==> src/tdcc_pkg.sv <==
// ---------------------------------------------------------------------------
// tdcc_pkg
// types, constants and calendar helpers of the tick driven calendar clock
// ---------------------------------------------------------------------------
package tdcc_pkg;

    // field widths
    localparam int unsigned OP_W     = 3;
    localparam int unsigned TPS_W    = 16;
    localparam int unsigned YEAR_W   = 16;
    localparam int unsigned MONTH_W  = 4;
    localparam int unsigned DAY_W    = 5;
    localparam int unsigned HOUR_W   = 5;
    localparam int unsigned MINUTE_W = 6;
    localparam int unsigned SECOND_W = 6;
    localparam int unsigned MS_W     = 10;
    localparam int unsigned WDAY_W   = 3;
    localparam int unsigned TICKS_W  = 32;

    // operation codes
    typedef enum logic [OP_W-1:0] {
        OP_SYS_TICK    = 3'd0,
        OP_MS_TICK     = 3'd1,
        OP_SET_DATE    = 3'd2,
        OP_SET_TIME    = 3'd3,
        OP_SET_WEEKDAY = 3'd4
    } op_t;

    // status codes
    localparam logic STATUS_OK     = 1'b0;
    localparam logic STATUS_REJECT = 1'b1;

    // reset values
    localparam logic [TPS_W-1:0]    TPS_RESET   = 16'd1000;
    localparam logic [YEAR_W-1:0]   YEAR_RESET  = 16'd2000;
    localparam logic [MONTH_W-1:0]  MONTH_FIRST = 4'd1;
    localparam logic [DAY_W-1:0]    DAY_FIRST   = 5'd1;
    localparam logic [WDAY_W-1:0]   WDAY_SAT    = 3'd6;

    // limits
    localparam logic [MONTH_W-1:0]  MONTH_LAST  = 4'd12;
    localparam logic [HOUR_W-1:0]   HOUR_LAST   = 5'd23;
    localparam logic [MINUTE_W-1:0] MINUTE_LAST = 6'd59;
    localparam logic [SECOND_W-1:0] SECOND_LAST = 6'd59;
    localparam logic [MS_W-1:0]     MS_LAST     = 10'd999;
    localparam logic [WDAY_W-1:0]   WDAY_MON    = 3'd1;
    localparam logic [WDAY_W-1:0]   WDAY_SUN    = 3'd7;

    // divisibility by 25: multiply by the inverse mod 2^16, compare to 65535/25
    localparam logic [YEAR_W-1:0]   DIV25_INV   = 16'd23593;
    localparam logic [YEAR_W-1:0]   DIV25_MAX   = 16'd2621;

    // date and time of day
    typedef struct packed {
        logic [YEAR_W-1:0]   year;
        logic [MONTH_W-1:0]  month;
        logic [DAY_W-1:0]    day;
        logic [HOUR_W-1:0]   hour;
        logic [MINUTE_W-1:0] minute;
        logic [SECOND_W-1:0] second;
        logic [MS_W-1:0]     millisecond;
        logic [WDAY_W-1:0]   weekday;
    } cal_t;

    // gregorian leap rule
    function automatic logic is_leap(input logic [YEAR_W-1:0] y);
        logic [2*YEAR_W-1:0] prod;
        logic                div25;
        prod  = {{YEAR_W{1'b0}}, y} * {{YEAR_W{1'b0}}, DIV25_INV};
        div25 = (prod[YEAR_W-1:0] <= DIV25_MAX);
        return (y[1:0] == 2'b00) && (!div25 || (y[3:0] == 4'b0000));
    endfunction

    // month length, 31 for month codes outside the year
    function automatic logic [DAY_W-1:0] month_days(input logic [MONTH_W-1:0] m,
                                                    input logic leap);
        logic [DAY_W-1:0] d;
        case (m) inside
            4'd2:                   d = leap ? 5'd29 : 5'd28;
            4'd4, 4'd6, 4'd9, 4'd11: d = 5'd30;
            default:                d = 5'd31;
        endcase
        return d;
    endfunction

endpackage

==> src/tdcc_cmd_if.sv <==
// ---------------------------------------------------------------------------
// tdcc_cmd_if
// command channel of the calendar clock: operation and set operands
// ---------------------------------------------------------------------------
interface tdcc_cmd_if import tdcc_pkg::*; ();

    logic                valid;
    logic                ready;
    logic [OP_W-1:0]     operation;
    logic [YEAR_W-1:0]   new_year;
    logic [MONTH_W-1:0]  new_month;
    logic [DAY_W-1:0]    new_day;
    logic [HOUR_W-1:0]   new_hour;
    logic [MINUTE_W-1:0] new_minute;
    logic [SECOND_W-1:0] new_second;
    logic [MS_W-1:0]     new_millisecond;
    logic [WDAY_W-1:0]   new_weekday;

    modport source (
        output valid, operation, new_year, new_month, new_day, new_hour,
               new_minute, new_second, new_millisecond, new_weekday,
        input  ready
    );

    modport sink (
        input  valid, operation, new_year, new_month, new_day, new_hour,
               new_minute, new_second, new_millisecond, new_weekday,
        output ready
    );

endinterface

==> src/tdcc_stamp_if.sv <==
// ---------------------------------------------------------------------------
// tdcc_stamp_if
// result channel of the calendar clock: full date, time, status, tick total
// ---------------------------------------------------------------------------
interface tdcc_stamp_if import tdcc_pkg::*; ();

    logic                valid;
    logic                ready;
    logic [YEAR_W-1:0]   year;
    logic [MONTH_W-1:0]  month;
    logic [DAY_W-1:0]    day;
    logic [HOUR_W-1:0]   hour;
    logic [MINUTE_W-1:0] minute;
    logic [SECOND_W-1:0] second;
    logic [MS_W-1:0]     millisecond;
    logic [WDAY_W-1:0]   weekday;
    logic                status;
    logic [TICKS_W-1:0]  tick_total;

    modport source (
        output valid, year, month, day, hour, minute, second, millisecond,
               weekday, status, tick_total,
        input  ready
    );

    modport sink (
        input  valid, year, month, day, hour, minute, second, millisecond,
               weekday, status, tick_total,
        output ready
    );

endinterface

==> src/tick_driven_calendar_clock_top.sv <==
// ---------------------------------------------------------------------------
// tick_driven_calendar_clock_top
// calendar clock driven by system and millisecond ticks, with checked sets
//
//   port    | kind       | moves
//   --------+------------+----------------------------------------------
//   cmd     | valid/rdy  | one operation item with its set operands
//   stamp   | valid/rdy  | date, time, weekday, status, tick total
//   wr_*    | write only | ticks per second register
//
// an item is taken into the input register, processed once the output register
// can take it, and held in the output register: 1 item per cycle sustained while
// stamp is not stalled; the update of the calendar registers sets the rate
// reset gives 2000-01-01 00:00:00.000, Saturday, 1000 ticks per second
// a stalled output freezes both stages; an empty input register can still fill
// ---------------------------------------------------------------------------
module tick_driven_calendar_clock_top import tdcc_pkg::*; (
    input  logic             clk,
    input  logic             rst_n,
    input  logic             wr_en,
    input  logic [TPS_W-1:0] wr_data,
    tdcc_cmd_if.sink         cmd,
    tdcc_stamp_if.source     stamp
);

    typedef struct packed {
        logic [OP_W-1:0]     operation;
        logic [YEAR_W-1:0]   new_year;
        logic [MONTH_W-1:0]  new_month;
        logic [DAY_W-1:0]    new_day;
        logic [HOUR_W-1:0]   new_hour;
        logic [MINUTE_W-1:0] new_minute;
        logic [SECOND_W-1:0] new_second;
        logic [MS_W-1:0]     new_millisecond;
        logic [WDAY_W-1:0]   new_weekday;
    } cmd_t;

    logic [TPS_W-1:0]   tps_reg;
    logic               in_valid_reg;
    cmd_t               in_reg;
    cal_t               cal_reg;
    cal_t               cal_next;
    logic [TPS_W-1:0]   phase_reg;
    logic [TPS_W-1:0]   phase_next;
    logic [TICKS_W-1:0] ticks_reg;
    logic [TICKS_W-1:0] ticks_next;
    logic               status_next;
    logic               out_valid_reg;
    cal_t               out_cal_reg;
    logic               out_status_reg;
    logic [TICKS_W-1:0] out_ticks_reg;

    logic               advance;
    logic               work;
    logic [YEAR_W-1:0]  leap_year_sel;
    logic [MONTH_W-1:0] month_sel;
    logic               leap;
    logic [DAY_W-1:0]   dim;
    logic [TPS_W-1:0]   phase_inc;
    logic               phase_done;
    cal_t               rolled;

    // handshake: output register frees the pipe when empty or taken
    assign advance   = !out_valid_reg || stamp.ready;
    assign cmd.ready = !in_valid_reg || advance;
    assign work      = in_valid_reg && advance;

    // ticks per second register
    always_ff @(posedge clk or negedge rst_n)
    begin
        if (!rst_n)
        begin
            tps_reg <= TPS_RESET;
        end
        else if (wr_en)
        begin
            tps_reg <= wr_data;
        end
    end

    // input register
    always_ff @(posedge clk or negedge rst_n)
    begin
        if (!rst_n)
        begin
            in_valid_reg <= 1'b0;
        end
        else if (cmd.ready)
        begin
            in_valid_reg <= cmd.valid;
        end
    end

    always_ff @(posedge clk)
    begin
        if (cmd.valid && cmd.ready)
        begin
            in_reg <= '{operation:       cmd.operation,
                        new_year:        cmd.new_year,
                        new_month:       cmd.new_month,
                        new_day:         cmd.new_day,
                        new_hour:        cmd.new_hour,
                        new_minute:      cmd.new_minute,
                        new_second:      cmd.new_second,
                        new_millisecond: cmd.new_millisecond,
                        new_weekday:     cmd.new_weekday};
        end
    end

    // month length: the set operands for set date, the current date otherwise
    always_comb
    begin
        if (op_t'(in_reg.operation) == OP_SET_DATE)
        begin
            leap_year_sel = in_reg.new_year;
            month_sel     = in_reg.new_month;
        end
        else
        begin
            leap_year_sel = cal_reg.year;
            month_sel     = cal_reg.month;
        end
        leap = is_leap(leap_year_sel);
        dim  = month_days(month_sel, leap);
    end

    // one second later, carried through to the year
    always_comb
    begin
        rolled = cal_reg;
        if (cal_reg.second < SECOND_LAST)
        begin
            rolled.second = cal_reg.second + 1'b1;
        end
        else
        begin
            rolled.second = '0;
            if (cal_reg.minute < MINUTE_LAST)
            begin
                rolled.minute = cal_reg.minute + 1'b1;
            end
            else
            begin
                rolled.minute = '0;
                if (cal_reg.hour < HOUR_LAST)
                begin
                    rolled.hour = cal_reg.hour + 1'b1;
                end
                else
                begin
                    rolled.hour    = '0;
                    rolled.weekday = (cal_reg.weekday >= WDAY_SUN) ? WDAY_MON
                                                                   : cal_reg.weekday + 1'b1;
                    if (cal_reg.day < dim)
                    begin
                        rolled.day = cal_reg.day + 1'b1;
                    end
                    else
                    begin
                        rolled.day = DAY_FIRST;
                        if (cal_reg.month < MONTH_LAST)
                        begin
                            rolled.month = cal_reg.month + 1'b1;
                        end
                        else
                        begin
                            rolled.month = MONTH_FIRST;
                            rolled.year  = cal_reg.year + 1'b1;
                        end
                    end
                end
            end
        end
    end

    // operation decode
    assign phase_inc  = phase_reg + 1'b1;
    assign phase_done = (phase_inc >= tps_reg);

    always_comb
    begin
        cal_next    = cal_reg;
        phase_next  = phase_reg;
        ticks_next  = ticks_reg;
        status_next = STATUS_OK;
        unique case (op_t'(in_reg.operation))
            OP_SYS_TICK:
            begin
                ticks_next = ticks_reg + 1'b1;
                if (phase_done)
                begin
                    phase_next = '0;
                    cal_next   = rolled;
                end
                else
                begin
                    phase_next = phase_inc;
                end
            end
            OP_MS_TICK:
            begin
                if (cal_reg.millisecond >= MS_LAST)
                begin
                    cal_next             = rolled;
                    cal_next.millisecond = '0;
                end
                else
                begin
                    cal_next.millisecond = cal_reg.millisecond + 1'b1;
                end
            end
            OP_SET_DATE:
            begin
                if ((in_reg.new_month == '0) || (in_reg.new_month > MONTH_LAST) ||
                    (in_reg.new_day == '0) || (in_reg.new_day > dim))
                begin
                    status_next = STATUS_REJECT;
                end
                else
                begin
                    cal_next.year  = in_reg.new_year;
                    cal_next.month = in_reg.new_month;
                    cal_next.day   = in_reg.new_day;
                end
            end
            OP_SET_TIME:
            begin
                if ((in_reg.new_hour > HOUR_LAST) || (in_reg.new_minute > MINUTE_LAST) ||
                    (in_reg.new_second > SECOND_LAST) || (in_reg.new_millisecond > MS_LAST))
                begin
                    status_next = STATUS_REJECT;
                end
                else
                begin
                    cal_next.hour        = in_reg.new_hour;
                    cal_next.minute      = in_reg.new_minute;
                    cal_next.second      = in_reg.new_second;
                    cal_next.millisecond = in_reg.new_millisecond;
                end
            end
            OP_SET_WEEKDAY:
            begin
                if (in_reg.new_weekday == '0)
                begin
                    status_next = STATUS_REJECT;
                end
                else
                begin
                    cal_next.weekday = in_reg.new_weekday;
                end
            end
            default:
            begin
                status_next = STATUS_REJECT;
            end
        endcase
    end

    // calendar state
    always_ff @(posedge clk or negedge rst_n)
    begin
        if (!rst_n)
        begin
            cal_reg   <= '{year:        YEAR_RESET,
                           month:       MONTH_FIRST,
                           day:         DAY_FIRST,
                           hour:        '0,
                           minute:      '0,
                           second:      '0,
                           millisecond: '0,
                           weekday:     WDAY_SAT};
            phase_reg <= '0;
            ticks_reg <= '0;
        end
        else if (work)
        begin
            cal_reg   <= cal_next;
            phase_reg <= phase_next;
            ticks_reg <= ticks_next;
        end
    end

    // output register
    always_ff @(posedge clk or negedge rst_n)
    begin
        if (!rst_n)
        begin
            out_valid_reg <= 1'b0;
        end
        else if (advance)
        begin
            out_valid_reg <= in_valid_reg;
        end
    end

    always_ff @(posedge clk)
    begin
        if (work)
        begin
            out_cal_reg    <= cal_next;
            out_status_reg <= status_next;
            out_ticks_reg  <= ticks_next;
        end
    end

    assign stamp.valid       = out_valid_reg;
    assign stamp.year        = out_cal_reg.year;
    assign stamp.month       = out_cal_reg.month;
    assign stamp.day         = out_cal_reg.day;
    assign stamp.hour        = out_cal_reg.hour;
    assign stamp.minute      = out_cal_reg.minute;
    assign stamp.second      = out_cal_reg.second;
    assign stamp.millisecond = out_cal_reg.millisecond;
    assign stamp.weekday     = out_cal_reg.weekday;
    assign stamp.status      = out_status_reg;
    assign stamp.tick_total  = out_ticks_reg;

endmodule

==> src/flat_wrapper.sv <==
// flat-port wrapper written by rule: the top's interface ports become plain ports
module tick_driven_calendar_clock_top_flat import tdcc_pkg::*;
  (clk, rst_n, wr_en, wr_data, cmd_valid, cmd_operation, cmd_new_year, cmd_new_month, cmd_new_day, cmd_new_hour, cmd_new_minute, cmd_new_second, cmd_new_millisecond, cmd_new_weekday, cmd_ready, stamp_valid, stamp_year, stamp_month, stamp_day, stamp_hour, stamp_minute, stamp_second, stamp_millisecond, stamp_weekday, stamp_status, stamp_tick_total, stamp_ready);
  tdcc_cmd_if cmd_i ();
  tdcc_stamp_if stamp_i ();
  input  logic clk;
  input  logic rst_n;
  input  logic wr_en;
  input  logic [TPS_W-1:0] wr_data;
  input wire logic [$bits(cmd_i.valid)-1:0] cmd_valid;
  input wire logic [$bits(cmd_i.operation)-1:0] cmd_operation;
  input wire logic [$bits(cmd_i.new_year)-1:0] cmd_new_year;
  input wire logic [$bits(cmd_i.new_month)-1:0] cmd_new_month;
  input wire logic [$bits(cmd_i.new_day)-1:0] cmd_new_day;
  input wire logic [$bits(cmd_i.new_hour)-1:0] cmd_new_hour;
  input wire logic [$bits(cmd_i.new_minute)-1:0] cmd_new_minute;
  input wire logic [$bits(cmd_i.new_second)-1:0] cmd_new_second;
  input wire logic [$bits(cmd_i.new_millisecond)-1:0] cmd_new_millisecond;
  input wire logic [$bits(cmd_i.new_weekday)-1:0] cmd_new_weekday;
  output wire logic [$bits(cmd_i.ready)-1:0] cmd_ready;
  output wire logic [$bits(stamp_i.valid)-1:0] stamp_valid;
  output wire logic [$bits(stamp_i.year)-1:0] stamp_year;
  output wire logic [$bits(stamp_i.month)-1:0] stamp_month;
  output wire logic [$bits(stamp_i.day)-1:0] stamp_day;
  output wire logic [$bits(stamp_i.hour)-1:0] stamp_hour;
  output wire logic [$bits(stamp_i.minute)-1:0] stamp_minute;
  output wire logic [$bits(stamp_i.second)-1:0] stamp_second;
  output wire logic [$bits(stamp_i.millisecond)-1:0] stamp_millisecond;
  output wire logic [$bits(stamp_i.weekday)-1:0] stamp_weekday;
  output wire logic [$bits(stamp_i.status)-1:0] stamp_status;
  output wire logic [$bits(stamp_i.tick_total)-1:0] stamp_tick_total;
  input wire logic [$bits(stamp_i.ready)-1:0] stamp_ready;
  assign cmd_i.valid = cmd_valid;
  assign cmd_i.operation = cmd_operation;
  assign cmd_i.new_year = cmd_new_year;
  assign cmd_i.new_month = cmd_new_month;
  assign cmd_i.new_day = cmd_new_day;
  assign cmd_i.new_hour = cmd_new_hour;
  assign cmd_i.new_minute = cmd_new_minute;
  assign cmd_i.new_second = cmd_new_second;
  assign cmd_i.new_millisecond = cmd_new_millisecond;
  assign cmd_i.new_weekday = cmd_new_weekday;
  assign cmd_ready = cmd_i.ready;
  assign stamp_valid = stamp_i.valid;
  assign stamp_year = stamp_i.year;
  assign stamp_month = stamp_i.month;
  assign stamp_day = stamp_i.day;
  assign stamp_hour = stamp_i.hour;
  assign stamp_minute = stamp_i.minute;
  assign stamp_second = stamp_i.second;
  assign stamp_millisecond = stamp_i.millisecond;
  assign stamp_weekday = stamp_i.weekday;
  assign stamp_status = stamp_i.status;
  assign stamp_tick_total = stamp_i.tick_total;
  assign stamp_i.ready = stamp_ready;
  tick_driven_calendar_clock_top u_core (.clk(clk), .rst_n(rst_n), .wr_en(wr_en), .wr_data(wr_data), .cmd(cmd_i), .stamp(stamp_i));
endmodule
==> config.mk <==
export PLATFORM = sky130hd
export DESIGN_NAME = tick_driven_calendar_clock_top_flat
export DESIGN_NICKNAME = d
export VERILOG_FILES = /design/src/tdcc_pkg.sv /design/src/tdcc_cmd_if.sv /design/src/tdcc_stamp_if.sv /design/src/tick_driven_calendar_clock_top.sv /design/src/flat_wrapper.sv
export SDC_FILE = /design/constraint.sdc
export NUM_CORES = 1
export LEC_CHECK = 0
export ABC_AREA = 1
export BUFFER_PORTS_ARGS = -buffer_cell sky130_fd_sc_hd__buf_2
export CAP_MARGIN = 30
export CORE_AREA = 2 2 177 145
export DETAILED_ROUTE_END_ITERATION = 8
export DIE_AREA = 0 0 179 147
export PLACE_DENSITY = 0.87
export SYNTH_ARGS = -nofsm -noshare
export SYNTH_HDL_FRONTEND = slang
export SYNTH_SLANG_ARGS = --single-unit
==> constraint.sdc <==
create_clock -name clk -period 13.1 [get_ports clk]
set_input_delay 0.655 -clock clk [delete_from_list [all_inputs] [get_ports clk]]
set_output_delay 0.655 -clock clk [all_outputs]
set_load 0.03 [all_outputs]
== Yosys cells after proc, flatten, opt, wreduce, memory -nomap -nowiden ==
Cells that the tools add are included.

* Bits of input ports: 79
* Output and inout port bits: 90
* Logic and storage cells: 126
* Register bits after elaboration: 267

* Multipliers: 1
* Equal/unequal tests: 9
* Magnitude comparators: 15
* Add/subtract/negate cells: 10
* Muxes and demuxes: 35
* Reduce and logical (&&, ||, !) cells: 24

{| class="wikitable"
|+ Operators with widths
! kind !! number
|-
| one-hot mux 27 bit (3 select lines) || 1
|-
| one-hot mux 25 bit (3 select lines) || 1
|-
| two-way mux 55 bit || 1
|-
| two-way mux 25 bit || 2
|-
| two-way mux 16 bit || 3
|-
| two-way mux 42 bit || 1
|-
| two-way mux 36 bit || 1
|-
| adder 16 x 1 -> 16 bit, second input constant || 2
|-
| adder 32 x 1 -> 32 bit, second input constant || 1
|-
| two-way mux 32 bit || 1
|-
| two-way mux 30 bit || 1
|-
| two-way mux 27 bit || 1
|-
| two-way mux 20 bit || 1
|-
| two-way mux 3 bit || 6
|-
| greater-or-equal comparator 16 bit || 1
|-
| less-or-equal comparator 16 x 12 -> 1 bit, second input constant || 1
|-
| multiplier 16 x 15 -> 16 bit, second input constant || 1
|-
| two-way mux 5 bit || 3
|-
| adder 6 x 1 -> 6 bit, second input constant || 2
|-
| greater-than comparator 6 bit, second input constant || 2
|-
| < comparator 6 bit, second input constant || 2
|-
| two-way mux 6 bit || 2
|-
| adder 10 x 1 -> 10 bit, second input constant || 1
|-
| adder 5 x 1 -> 5 bit, second input constant || 2
|-
| 32 further kinds || 54
|}

== Depth between registers and ports, before layout ==
Gate-level depths: netlist (run 1).

* Depth in word-level cells: 16
* Gate-level depth with buffers: 46
* Gate-level depth less buffers: 42

== Least setup slack after synthesis (run 1) ==
OpenSTA, ideal clock, no wires.

* Path type: register -> register
* Start: register u_core.in_reg[57] (netlist bit)
* End: register u_core.out_cal_reg, in the netlist u_core.stamp.year[15] (data pin)
* Clock period less this slack: 7.385 ns
* Path slack: 5.715 ns
* Setup time: 0.272 ns
* Data required time: 12.828 ns
* Stages on the path, launching flop included: 37
* Data arrival time: 7.114 ns
* Path through: edfxtp_1 -> buf_6 -> clkinv_1 -> nand3_4 -> inv_4 -> buf_2 -> buf_1 -> clkbuf_1 -> o21ai_0 -> ha_1 -> ha_1 -> inv_1 -> fa_1 -> fa_1 -> inv_1 -> fa_1 -> ha_1 -> ha_1 -> a21oi_1 -> o21ai_0 -> a31oi_1 -> inv_1 -> nand3_1 -> nand3_1 -> nand2_1 -> a21oi_1 -> ha_1 -> a21boi_0 -> o2111ai_1 -> nand3_1 -> inv_1 -> nor2_1 -> inv_1 -> clkbuf_1 -> a22oi_1 -> a211oi_1 -> a22oi_1

{| class="wikitable"
|+ RTL lines
! element !! line !! text
|-
| start, declared || tick_driven_calendar_clock_top.sv:40 || <nowiki>cmd_t in_reg;</nowiki>
|-
| start signal, assigned || tick_driven_calendar_clock_top.sv:98 || <nowiki>in_reg <= '{operation: cmd.operation,</nowiki>
|-
| end signal, assigned || tick_driven_calendar_clock_top.sv:300 || <nowiki>out_cal_reg <= cal_next;</nowiki>
|-
| end, declared || tick_driven_calendar_clock_top.sv:49 || <nowiki>cal_t out_cal_reg;</nowiki>
|}

==> flow_metrics.py, run 1 <==
metrics = {
    "status": {
        "outcome": "completed",
    },
    "yosys": {
        "yosysSeqAreaShare": 0.481,
        "synth_nets": 1889,
        "synthCells": 1701,
        "syn-mean-instance-area_um2": 9.09,
        "synth_top_area_frac": 0.284,
        "synthArstFlopShare": 0.453,
        "synthFlopType": "edfxtp_1",
        "netlist_area_mm2": 0.0155,
        "synth.distinct_cells": 69,
        "synth_seq_cells": 267,
        "yosys-top-cells-area": "edfxtp_1 28%, dfrtp_1 17%, nand2_1 9.1%",
        "synth_edf_count": 146,
        "synth_warnings": 0,
        "yosys.area.top_type": "edfxtp_1",
    },
    "layout": {
        "fin_util": 0.705,
        "stdcell_area_mm2": 0.0174,
        "fin_nets": 2046,
        "mostFrequentLayoutCells": "374 x nand2_1, 245 x inv_1, 167 x buf_2",
        "syn_to_final_growth_pct": 12.4,
        "drive_gt1_frac": 0.151,
        "largest_reg_flops": 58,
        "final_common_cell": "nand2_1",
    },
    "floorplanning": {
        "die_area_mm2": 0.0263,
        "row_count": 52,
        "die_w_um": 179,
        "coreArea_mm2": 0.0247,
        "pin_count": 169,
        "die_h_um": 147,
        "start_util": 0.627,
    },
    "detailed_routing": {
        "drt_pass1_iterations": 7,
        "vias_per_cell": 5.90,
        "wire_per_inst_um": 17.3,
        "drc_errors": 0,
        "drt-initial-drc-count": 1587,
        "drt-total-wl_um": 38100,
        "ant_nets": 0,
        "vias": 13000,
    },
    "cts": {
        "htreeDepth": 1,
        "cts_inserted_buffers": 26,
        "postCtsHoldBufs": 0,
        "clk_latency_ns": 0.55,
        "cts_buffer_depth": 3,
        "cts_tree": "done",
        "post_cts_buffers": 0,
        "cts.reportedPaths.clkPinSlew_ns": 0.07,
        "cts.sinks": 267,
        "clockRootBuffer": "clkbuf_16",
        "cts.repair.resized": 0,
    },
    "placement": {
        "dp_hpwl_um": 27200,
        "placement.io_buffers": 168,
        "post_dp_cell_area_mm2": 0.0166,
        "gp_congestion": 0.997,
    },
    "grt": {
        "grt_use_total": 0.291,
        "grt_overflow": 0,
        "antenna_found_initial": 1,
        "grt_max_degree": 130,
        "grt_pass1_vias": 12200,
        "grt_pass1_wl_um": 61200,
    },
    "power_and_ir_drop": {
        "power.switching_mw": 1.85,
        "p_per_area_mw_per_mm2": 240,
        "seqPwrFrac": 0.316,
        "combPwrFrac": 0.515,
        "leakage_nw": 8.04,
        "peakVddDrop_mv": 0.305,
        "clockPowerShare": 0.168,
        "intPower_mw": 2.32,
        "switching_share": 0.445,
    },
    "hold_path": {
        "hp-class": "in -> async",
    },
    "setup_path": {
        "path_max_fanout": 35,
        "start_kind": "flip-flop",
        "arrival_ns": 9.12,
        "crit_required_ns": 13.55,
        "cp-end-kind": "flip-flop",
        "crit_slowest_cell": "o21ai_0",
        "cpPeakStageDelay_ns": 0.79,
        "worstSetupPathType": "reg -> reg",
    },
    "timing": {
        "final.min_clock_period_ns": 8.66,
        "fmax_ghz": 0.115,
        "max-slew-margin-rel": 0.324,
        "tightest_slew_ns": 1.01,
        "drv_slew": 0,
        "fin_crit_sh": 0.661,
        "rsz0062_at_grt": "no",
        "hold_viol": 0,
        "finalSetupViolCount": 0,
        "worst_clock_skew_ns": 0.0158,
        "tns_ns": 0,
    },
    "job": {
        "max_cap_violations": 0,
    },
}
[kinds of logic (layout without fill, tap and decap cells)]
family          after synthesis  after routing  share of synthesized area
compound gates              320            320                      0.129
xor+xnor                     50             50                     0.0288
fa+ha+maj                   109            109                     0.0969
buf+inv                     306            483                     0.0766
flops                       267            267                      0.481
mux                           1              1                   0.000728
other cells                   0              1                          0
simple gates                648            648                      0.187
[worst paths after layout]
path / endpoint / slack [ns] / start / cells after the start
max: u_core.cal_reg[53] / 4.44 / u_core.in_reg[57] / 34
min: u_core.tps_reg[12] / 0.17 / rst_n / 1
max reg2reg: u_core.cal_reg[53] / 4.44 / u_core.in_reg[57] / 34
min reg2reg: u_core.tps_reg[8] / 0.49 / u_core.tps_reg[8] / 2
max in group asynchronous: u_core.cal_reg[36] / 11.49 / rst_n / 2
min in group clk: u_core.in_reg[24] / 0.28 / cmd_new_minute[5] / 1
[worst max-delay path, delay by kind of cell (launching register included)]
family	cells	cell delay, ns
DFF	1	0.59
and+or+nand+nor	7	1.10
AOI/OAI and AO/OA	11	2.28
adders and majority gates	8	3.19
buffers and inverters	8	1.39
[metal layers]
metal,vias to the layer above,share of wire,global-route usage
met2,690,0.45,0.445
met3,110,0.098,0.0466
met1,6104,0.42,0.425
met4,0,0.031,0.100
met5,-,0,0
li1,6089,-,-
[power by group through the flow]
stage                     sequential, mW  combinational (mW)  clock, mW
final                               1.32                2.15      0.702
after floorplan                     1.41                1.51          0
after detailed placement            1.32                2.11          0
after global routing                1.34                2.47      0.740
after CTS                           1.31                2.14      0.707
after global placement              1.31                1.99          0
[final cells by class]
type / instances / area, µm²
tap: 324 / 405
antenna: 1 / 2.50
clock inverter: 10 / 68.8
fill: 1806 / 7280
clock buffer: 38 / 716
sequential: 267 / 7430
multi-input combinational: 1128 / 6850
inverter: 257 / 975
timing repair buffer: 178 / 926
[stage by stage]
stage / cells / power [mW] / setup WS [ns] / hold WS (ns)
floorplan: 1701 / 2.91 / 5.71 / 0.359
global placement: 2153 / 3.30 / 4.37 / 0.467
detailed placement: 2154 / 3.43 / 4.55 / 0.475
CTS: 2202 / 4.16 / 4.52 / 0.181
global route: 2203 / 4.55 / 3.81 / 0.217
finish: 2203 / 4.17 / 4.44 / 0.166
[cells in the mapped netlist (3+ instances only)]
cell type	number
a22oi_1	32
a21boi_1	3
o211ai_1	14
xor2_1	41
ha_1	91
o22ai_1	10
a21oi_2	3
nor3_1	31
buf_1	7
a31oi_1	3
nand4_1	21
o21ai_1	4
dfrtp_1	105
nor2_2	5
a211oi_1	17
nand2_1	374
nand3_1	106
a21oi_1	40
inv_2	7
o21ai_0	140
buf_2	4
xnor2_1	8
buf_6	3
edfxtp_1	146
dfstp_2	16
o221ai_1	11
a21boi_0	8
nand3_2	3
a221oi_1	6
inv_1	246
nand3b_1	4
o2111ai_1	7
nand2_2	6
nor2_1	78
clkbuf_1	34
fa_1	18
o21a_1	3
Power figures use the tool's default switching activity.
==> run 2, diff against run 1 <==
--- a/config.mk
+++ b/config.mk
@@ -8,10 +8,10 @@
 export ABC_AREA = 1
 export BUFFER_PORTS_ARGS = -buffer_cell sky130_fd_sc_hd__buf_2
 export CAP_MARGIN = 30
-export CORE_AREA = 2 2 177 145
+export CORE_AREA = 2 2 193 157
 export DETAILED_ROUTE_END_ITERATION = 8
-export DIE_AREA = 0 0 179 147
-export PLACE_DENSITY = 0.87
+export DIE_AREA = 0 0 195 159
+export PLACE_DENSITY = 0.78
 export SYNTH_ARGS = -nofsm -noshare
 export SYNTH_HDL_FRONTEND = slang
 export SYNTH_SLANG_ARGS = --single-unit
==> constraint.sdc (replaced) <==
create_clock -name clk -period 7.8 [get_ports clk]
set_input_delay 0.39 -clock clk [delete_from_list [all_inputs] [get_ports clk]]
set_output_delay 0.39 -clock clk [all_outputs]
set_load 0.03 [all_outputs]
==> run 2 against run 1 <==
Net effect: the flow now finishes with violations (DRC); register-to-register slack worse by 3.8 ns; wire length up 2.3%; clock power increased by 100%; die area up 18%; power rose by 73%; global-route usage down 3.8 points; clock-buffer cell count decreased by 3; sequential share of layout area fell by 1.7 points; clock skew is 0.0011 ns lower; core utilization down 8.1 points; combinational power grew 67%.
==> flow_metrics.py, run 2 (synthesized netlist as in run 1, its figures left out) <==
metrics = {
    "power_and_ir_drop": {
        "p_per_area_mw_per_mm2": 400,
        "peakVddDrop_mv": 0.592,
        "clockPowerShare": 0.197,
        "power_mw": 7.23,
        "intPower_mw": 4.13,
        "leakage_nw": 8.35,
        "combPwrFrac": 0.498,
        "switching_share": 0.429,
        "seqPwrFrac": 0.305,
        "power.switching_mw": 3.10,
    },
    "timing": {
        "fin_crit_sh": 0.918,
        "max-slew-margin-rel": 0.361,
        "drv_slew": 0,
        "worst_clock_skew_ns": 0.0148,
        "tightest_slew_ns": 0.957,
        "final.min_clock_period_ns": 7.16,
        "fmax_ghz": 0.140,
        "worst_slack_ns": 0.642,
        "whs_ns": 0.0117,
        "finalSetupViolCount": 0,
        "hold_viol": 0,
    },
    "layout": {
        "diodes": 0,
        "seq_area_mm2": 0.00743,
        "largest_reg_flops": 58,
        "fin_cells": 2301,
        "final_common_cell": "nand2_1",
        "syn_to_final_growth_pct": 17.0,
        "mostFrequentLayoutCells": "374 x nand2_1, 244 x inv_1, 167 x buf_2",
        "multi_input_area_mm2": 0.00686,
        "fillers": 2436,
        "fin_nets": 2090,
        "drive_gt1_frac": 0.161,
    },
    "setup_path": {
        "crit_required_ns": 8.26,
        "r2r_end": "u_core.cal_reg[45]",
        "worstSetupPathType": "reg -> reg",
        "path_buf_inv": 10,
        "crit_slowest_cell": "edfxtp_1",
        "arrival_ns": 7.62,
        "cpPeakStageDelay_ns": 0.57,
        "timing.reg2reg.setup_slack_ns": 0.64,
        "reg2regPathDepth": 39,
        "reg2reg_from": "u_core.in_reg[57]",
        "start_kind": "flip-flop",
        "cp-end-kind": "flip-flop",
        "path_max_fanout": 35,
        "critPathTopFamily": "adder cells",
    },
    "placement": {
        "place_inst": 2215,
        "dp_slack_ns": 0.259,
        "dp_hpwl_um": 27800,
        "placement.io_buffers": 168,
        "gp_congestion": 0.934,
    },
    "detailed_routing": {
        "drt-initial-drc-count": 1203,
        "drc_errors": 1,
        "drt_pass1_iterations": 7,
        "ant_nets": 0,
        "drt-total-wl_um": 39000,
        "vias_per_cell": 5.63,
        "vias": 13000,
        "wire_per_inst_um": 16.9,
    },
    "grt": {
        "grt_overflow": 0,
        "grt_use_total": 0.253,
        "grt_pass1_wl_um": 63900,
        "antenna_found_initial": 0,
        "grt_max_degree": 100,
        "grt_pass1_vias": 12500,
    },
    "status": {
        "violations": "DRC",
        "outcome": "complete, but fails checks",
    },
    "floorplanning": {
        "die_h_um": 159,
        "die_w_um": 195,
        "row_count": 56,
        "die_area_mm2": 0.0310,
        "start_util": 0.533,
        "pin_count": 169,
        "coreArea_mm2": 0.0290,
    },
    "cts": {
        "cts.reportedPaths.clkPinSlew_ns": 0.06,
        "cts_tree": "done",
        "clk_latency_ns": 0.56,
        "cts.sinks": 267,
        "cts_buffer_depth": 3,
        "cts_inserted_buffers": 28,
        "clockRootBuffer": "clkbuf_16",
        "htreeDepth": 1,
    },
    "job": {
        "max_cap_violations": 0,
    },
    "hold_path": {
        "hold_end": "u_core.in_reg[10]",
        "hold_start": "cmd_new_millisecond[7]",
        "hold-path-cell-count": 1,
        "hp-class": "in -> reg",
    },
}
==> run 2: cell count changes in the layout (fill, tap and decap cells not counted), moves of 2 or more <==
cell,delta
bufinv_16,+5
clkinvlp_4,+4
clkbuf_16,+3
clkinv_2,+3
clkbuf_1,-6
buf_16,+2
clkinv_1,-2
buf_4,+10
dlygate4sd3_1,+30
==> run 2: worst max-delay path by stage <==
stage	start	end	slack (ns)	cells after the start
floorplan	u_core.in_reg[57]	u_core.stamp.year[7]	0.41	36
global placement	u_core.in_reg[57]	u_core.stamp.year[0]	0.48	34
detailed placement	u_core.in_reg[57]	u_core.stamp.year[5]	0.26	32
CTS	u_core.in_reg[57]	u_core.cal_reg[45]	0.19	34
global route	u_core.in_reg[56]	u_core.cal_reg[39]	-0.005	35
finish	u_core.in_reg[57]	u_core.cal_reg[45]	0.64	39
==> run 2: per-layer routing <==
layer,up-vias,global-route usage,routed length [µm]
li1,6181,-,-
met1,6149,0.367,17500
met2,544,0.390,17200
met3,87,0.0470,3250
met4,0,0.0704,1070
met5,-,0,0
==> run 2: stage by stage <==
stage	setup TNS [ns]	cell area, µm²	util
after global placement	0	16700	0.575
final	0	18100	0.624
after global routing	-0.00473	18100	0.624
after CTS	0	18000	0.622
after floorplan	0	15500	-
after detailed placement	0	16700	0.577
==> run 2: repair_timing <==
| action | CTS | global route |
|---|---|---|
| hold endpoints to repair | 62 | 0 |
| hold buffers | 30 | 0 |
| setup buffers | 0 | 4 |
| gates resized for setup | 0 | 7 |
| endpoints found under the setup margin | 0 | 37 |
==> run 2: cell type report <==
class / count / share of cell area
clock inverter: 17 / 0.0121
inverter: 257 / 0.0544
multi-input combinational: 1128 / 0.379
timing repair buffer: 220 / 0.0752
clock buffer: 35 / 0.0425
tap: 377 / 0.0261
sequential: 267 / 0.411
==> run 2: power by group through the flow <==
stage	logic [mW]	clock network [mW]	registers, mW
after floorplan	2.53	0	2.36
after global placement	3.39	0	2.21
after detailed placement	3.54	0	2.22
after CTS	3.59	1.45	2.20
after global routing	4.16	1.50	2.25
final	3.60	1.43	2.21
==> run 3, diff against run 2 <==
--- a/config.mk
+++ b/config.mk
@@ -11,6 +11,7 @@
 export CORE_AREA = 2 2 193 157
 export DETAILED_ROUTE_END_ITERATION = 8
 export DIE_AREA = 0 0 195 159
+export HOLD_SLACK_MARGIN = 0.03
 export PLACE_DENSITY = 0.78
 export SYNTH_ARGS = -nofsm -noshare
 export SYNTH_HDL_FRONTEND = slang
==> run 3 against run 2 <==
Net effect: the flow still finishes with violations (DRC); clock skew decreased by 0.0054 ns; die area stayed put; largest cell class unchanged; fmax decreased by 0.11%; wire length up 1.5%; worst setup slack lost 0.0078 ns; power rose by 0.12%; hold slack better by 0.040 ns.
==> flow_metrics.py, run 3 (synthesized netlist as in run 1, its figures left out) <==
metrics = {
    "timing": {
        "fin_crit_sh": 0.919,
        "hold_viol": 0,
        "worst_slack_ns": 0.634,
        "tightest_slew_ns": 0.979,
        "fmax_ghz": 0.140,
        "max-slew-margin-rel": 0.347,
        "drv_slew": 0,
        "finalSetupViolCount": 0,
        "whs_ns": 0.0516,
        "worst_clock_skew_ns": 0.00942,
        "final.min_clock_period_ns": 7.17,
    },
    "setup_path": {
        "reg2regPathDepth": 39,
        "cp-end-kind": "flip-flop",
        "start_kind": "flip-flop",
        "crit_slowest_cell": "edfxtp_1",
        "worstSetupPathType": "reg -> reg",
        "crit_required_ns": 8.25,
        "cpPeakStageDelay_ns": 0.56,
        "path_max_fanout": 35,
        "arrival_ns": 7.62,
    },
    "grt": {
        "grt_util_met2": 0.401,
        "grt_use_total": 0.256,
        "antenna_found_initial": 0,
        "grt_busiest_layer": "met2",
        "grt_pass1_vias": 12600,
        "met3_usage": 0.0472,
        "use_met1": 0.369,
        "grt_max_degree": 100,
        "grt_overflow": 0,
        "grt_pass1_wl_um": 64600,
    },
    "cts": {
        "clk_latency_ns": 0.55,
        "cts_buffer_depth": 3,
        "cts.sinks": 267,
        "cts.reportedPaths.clkPinSlew_ns": 0.06,
        "cts_inserted_buffers": 28,
        "clockRootBuffer": "clkbuf_16",
        "htreeDepth": 1,
        "cts_tree": "done",
    },
    "floorplanning": {
        "coreArea_mm2": 0.0290,
        "die_area_mm2": 0.0310,
        "start_util": 0.533,
        "die_h_um": 159,
        "die_w_um": 195,
        "row_count": 56,
        "pin_count": 169,
    },
    "layout": {
        "largest_reg_flops": 58,
        "fin_cells": 2333,
        "diodes": 0,
        "fin_nets": 2122,
        "drive_gt1_frac": 0.158,
        "seq_area_mm2": 0.00743,
        "final_common_cell": "nand2_1",
        "multi_input_area_mm2": 0.00686,
        "fillers": 2398,
        "mostFrequentLayoutCells": "374 x nand2_1, 244 x inv_1, 167 x buf_2",
        "fin_util": 0.635,
        "syn_to_final_growth_pct": 19.1,
    },
    "job": {
        "max_cap_violations": 0,
    },
    "detailed_routing": {
        "drc_errors": 1,
        "drt-total-wl_um": 39600,
        "vias": 13100,
        "vias_per_cell": 5.60,
        "wire_per_inst_um": 17.0,
        "drt_pass1_iterations": 7,
        "ant_nets": 0,
        "drt-initial-drc-count": 1297,
    },
    "placement": {
        "dp_slack_ns": 0.259,
        "place_inst": 2215,
        "gp_congestion": 0.934,
        "dp_hpwl_um": 27800,
        "placement.io_buffers": 168,
    },
    "power_and_ir_drop": {
        "peakVddDrop_mv": 0.467,
        "leakage_nw": 8.48,
        "power_mw": 7.24,
        "p_per_area_mw_per_mm2": 393,
    },
    "status": {
        "outcome": "complete, but fails checks",
        "violations": "DRC",
    },
    "hold_path": {
        "hp-class": "in -> reg",
        "hold-path-cell-count": 3,
    },
}
[run 3: cell count changes in the layout (fill, tap and decap cells not counted)]
cell	change
dlygate4sd3_1	+32
[run 3: report_power, final]
| group | internal, mW | switching, mW | leakage, nW | total, mW |
|---|---|---|---|---|
| Sequential | 1.93 | 0.279 | 2.97 | 2.21 |
| Clock | 0.863 | 0.561 | 0.477 | 1.42 |
| Combinational | 1.35 | 2.26 | 5.03 | 3.61 |
[run 3: layout make-up]
cell class	count	share of cell area
flip-flops and latches	267	0.404
multi-input cells	1128	0.372
repair buffers	252	0.0913
inverters	257	0.0534
clock buffers	35	0.0417
well taps	377	0.0256
clock inverters	17	0.0119
[run 3: layer usage]
metal,up-vias,wire length (µm)
met3,74,3340
met1,6164,17500
met5,-,0
li1,6244,-
met2,584,17800
met4,0,925
[run 3: worst max-delay path, delay by kind of cell, from the launching register on]
family	cells	cell delay, ns
buffers and inverters	10	1.00
AOI/OAI and AO/OA	8	1.11
and+or+nand+nor	13	1.50
adders and majority gates	8	2.89
DFF	1	0.56
[run 3: what timing repair did]
item,in CTS,in global routing
hold endpoints to repair,94,0
gates resized for setup,0,7
buffers inserted,0,4
setup endpoints to repair,0,37
hold buffers,62,0
[run 3: final timing paths]
kind                                     from            endpoint  slack, ns
max in group asynchronous               rst_n  u_core.cal_reg[48]       6.22
hold reg to reg            u_core.cal_reg[34]  u_core.cal_reg[34]       0.49
hold / removal                    wr_data[11]  u_core.tps_reg[11]       0.05
setup / recovery            u_core.in_reg[57]  u_core.cal_reg[45]       0.63
min in group asynchronous               rst_n  u_core.tps_reg[12]       0.45
setup reg to reg            u_core.in_reg[57]  u_core.cal_reg[45]       0.63
[run 3: metrics by stage]
step / setup TNS, ns / instance area [µm²]
2_1_floorplan: 0 / 15500
3_3_place_gp: 0 / 16700
3_5_place_dp: 0 / 16700
4_1_cts: 0 / 18400
5_1_grt: -0.00128 / 18400
6_report: 0 / 18400
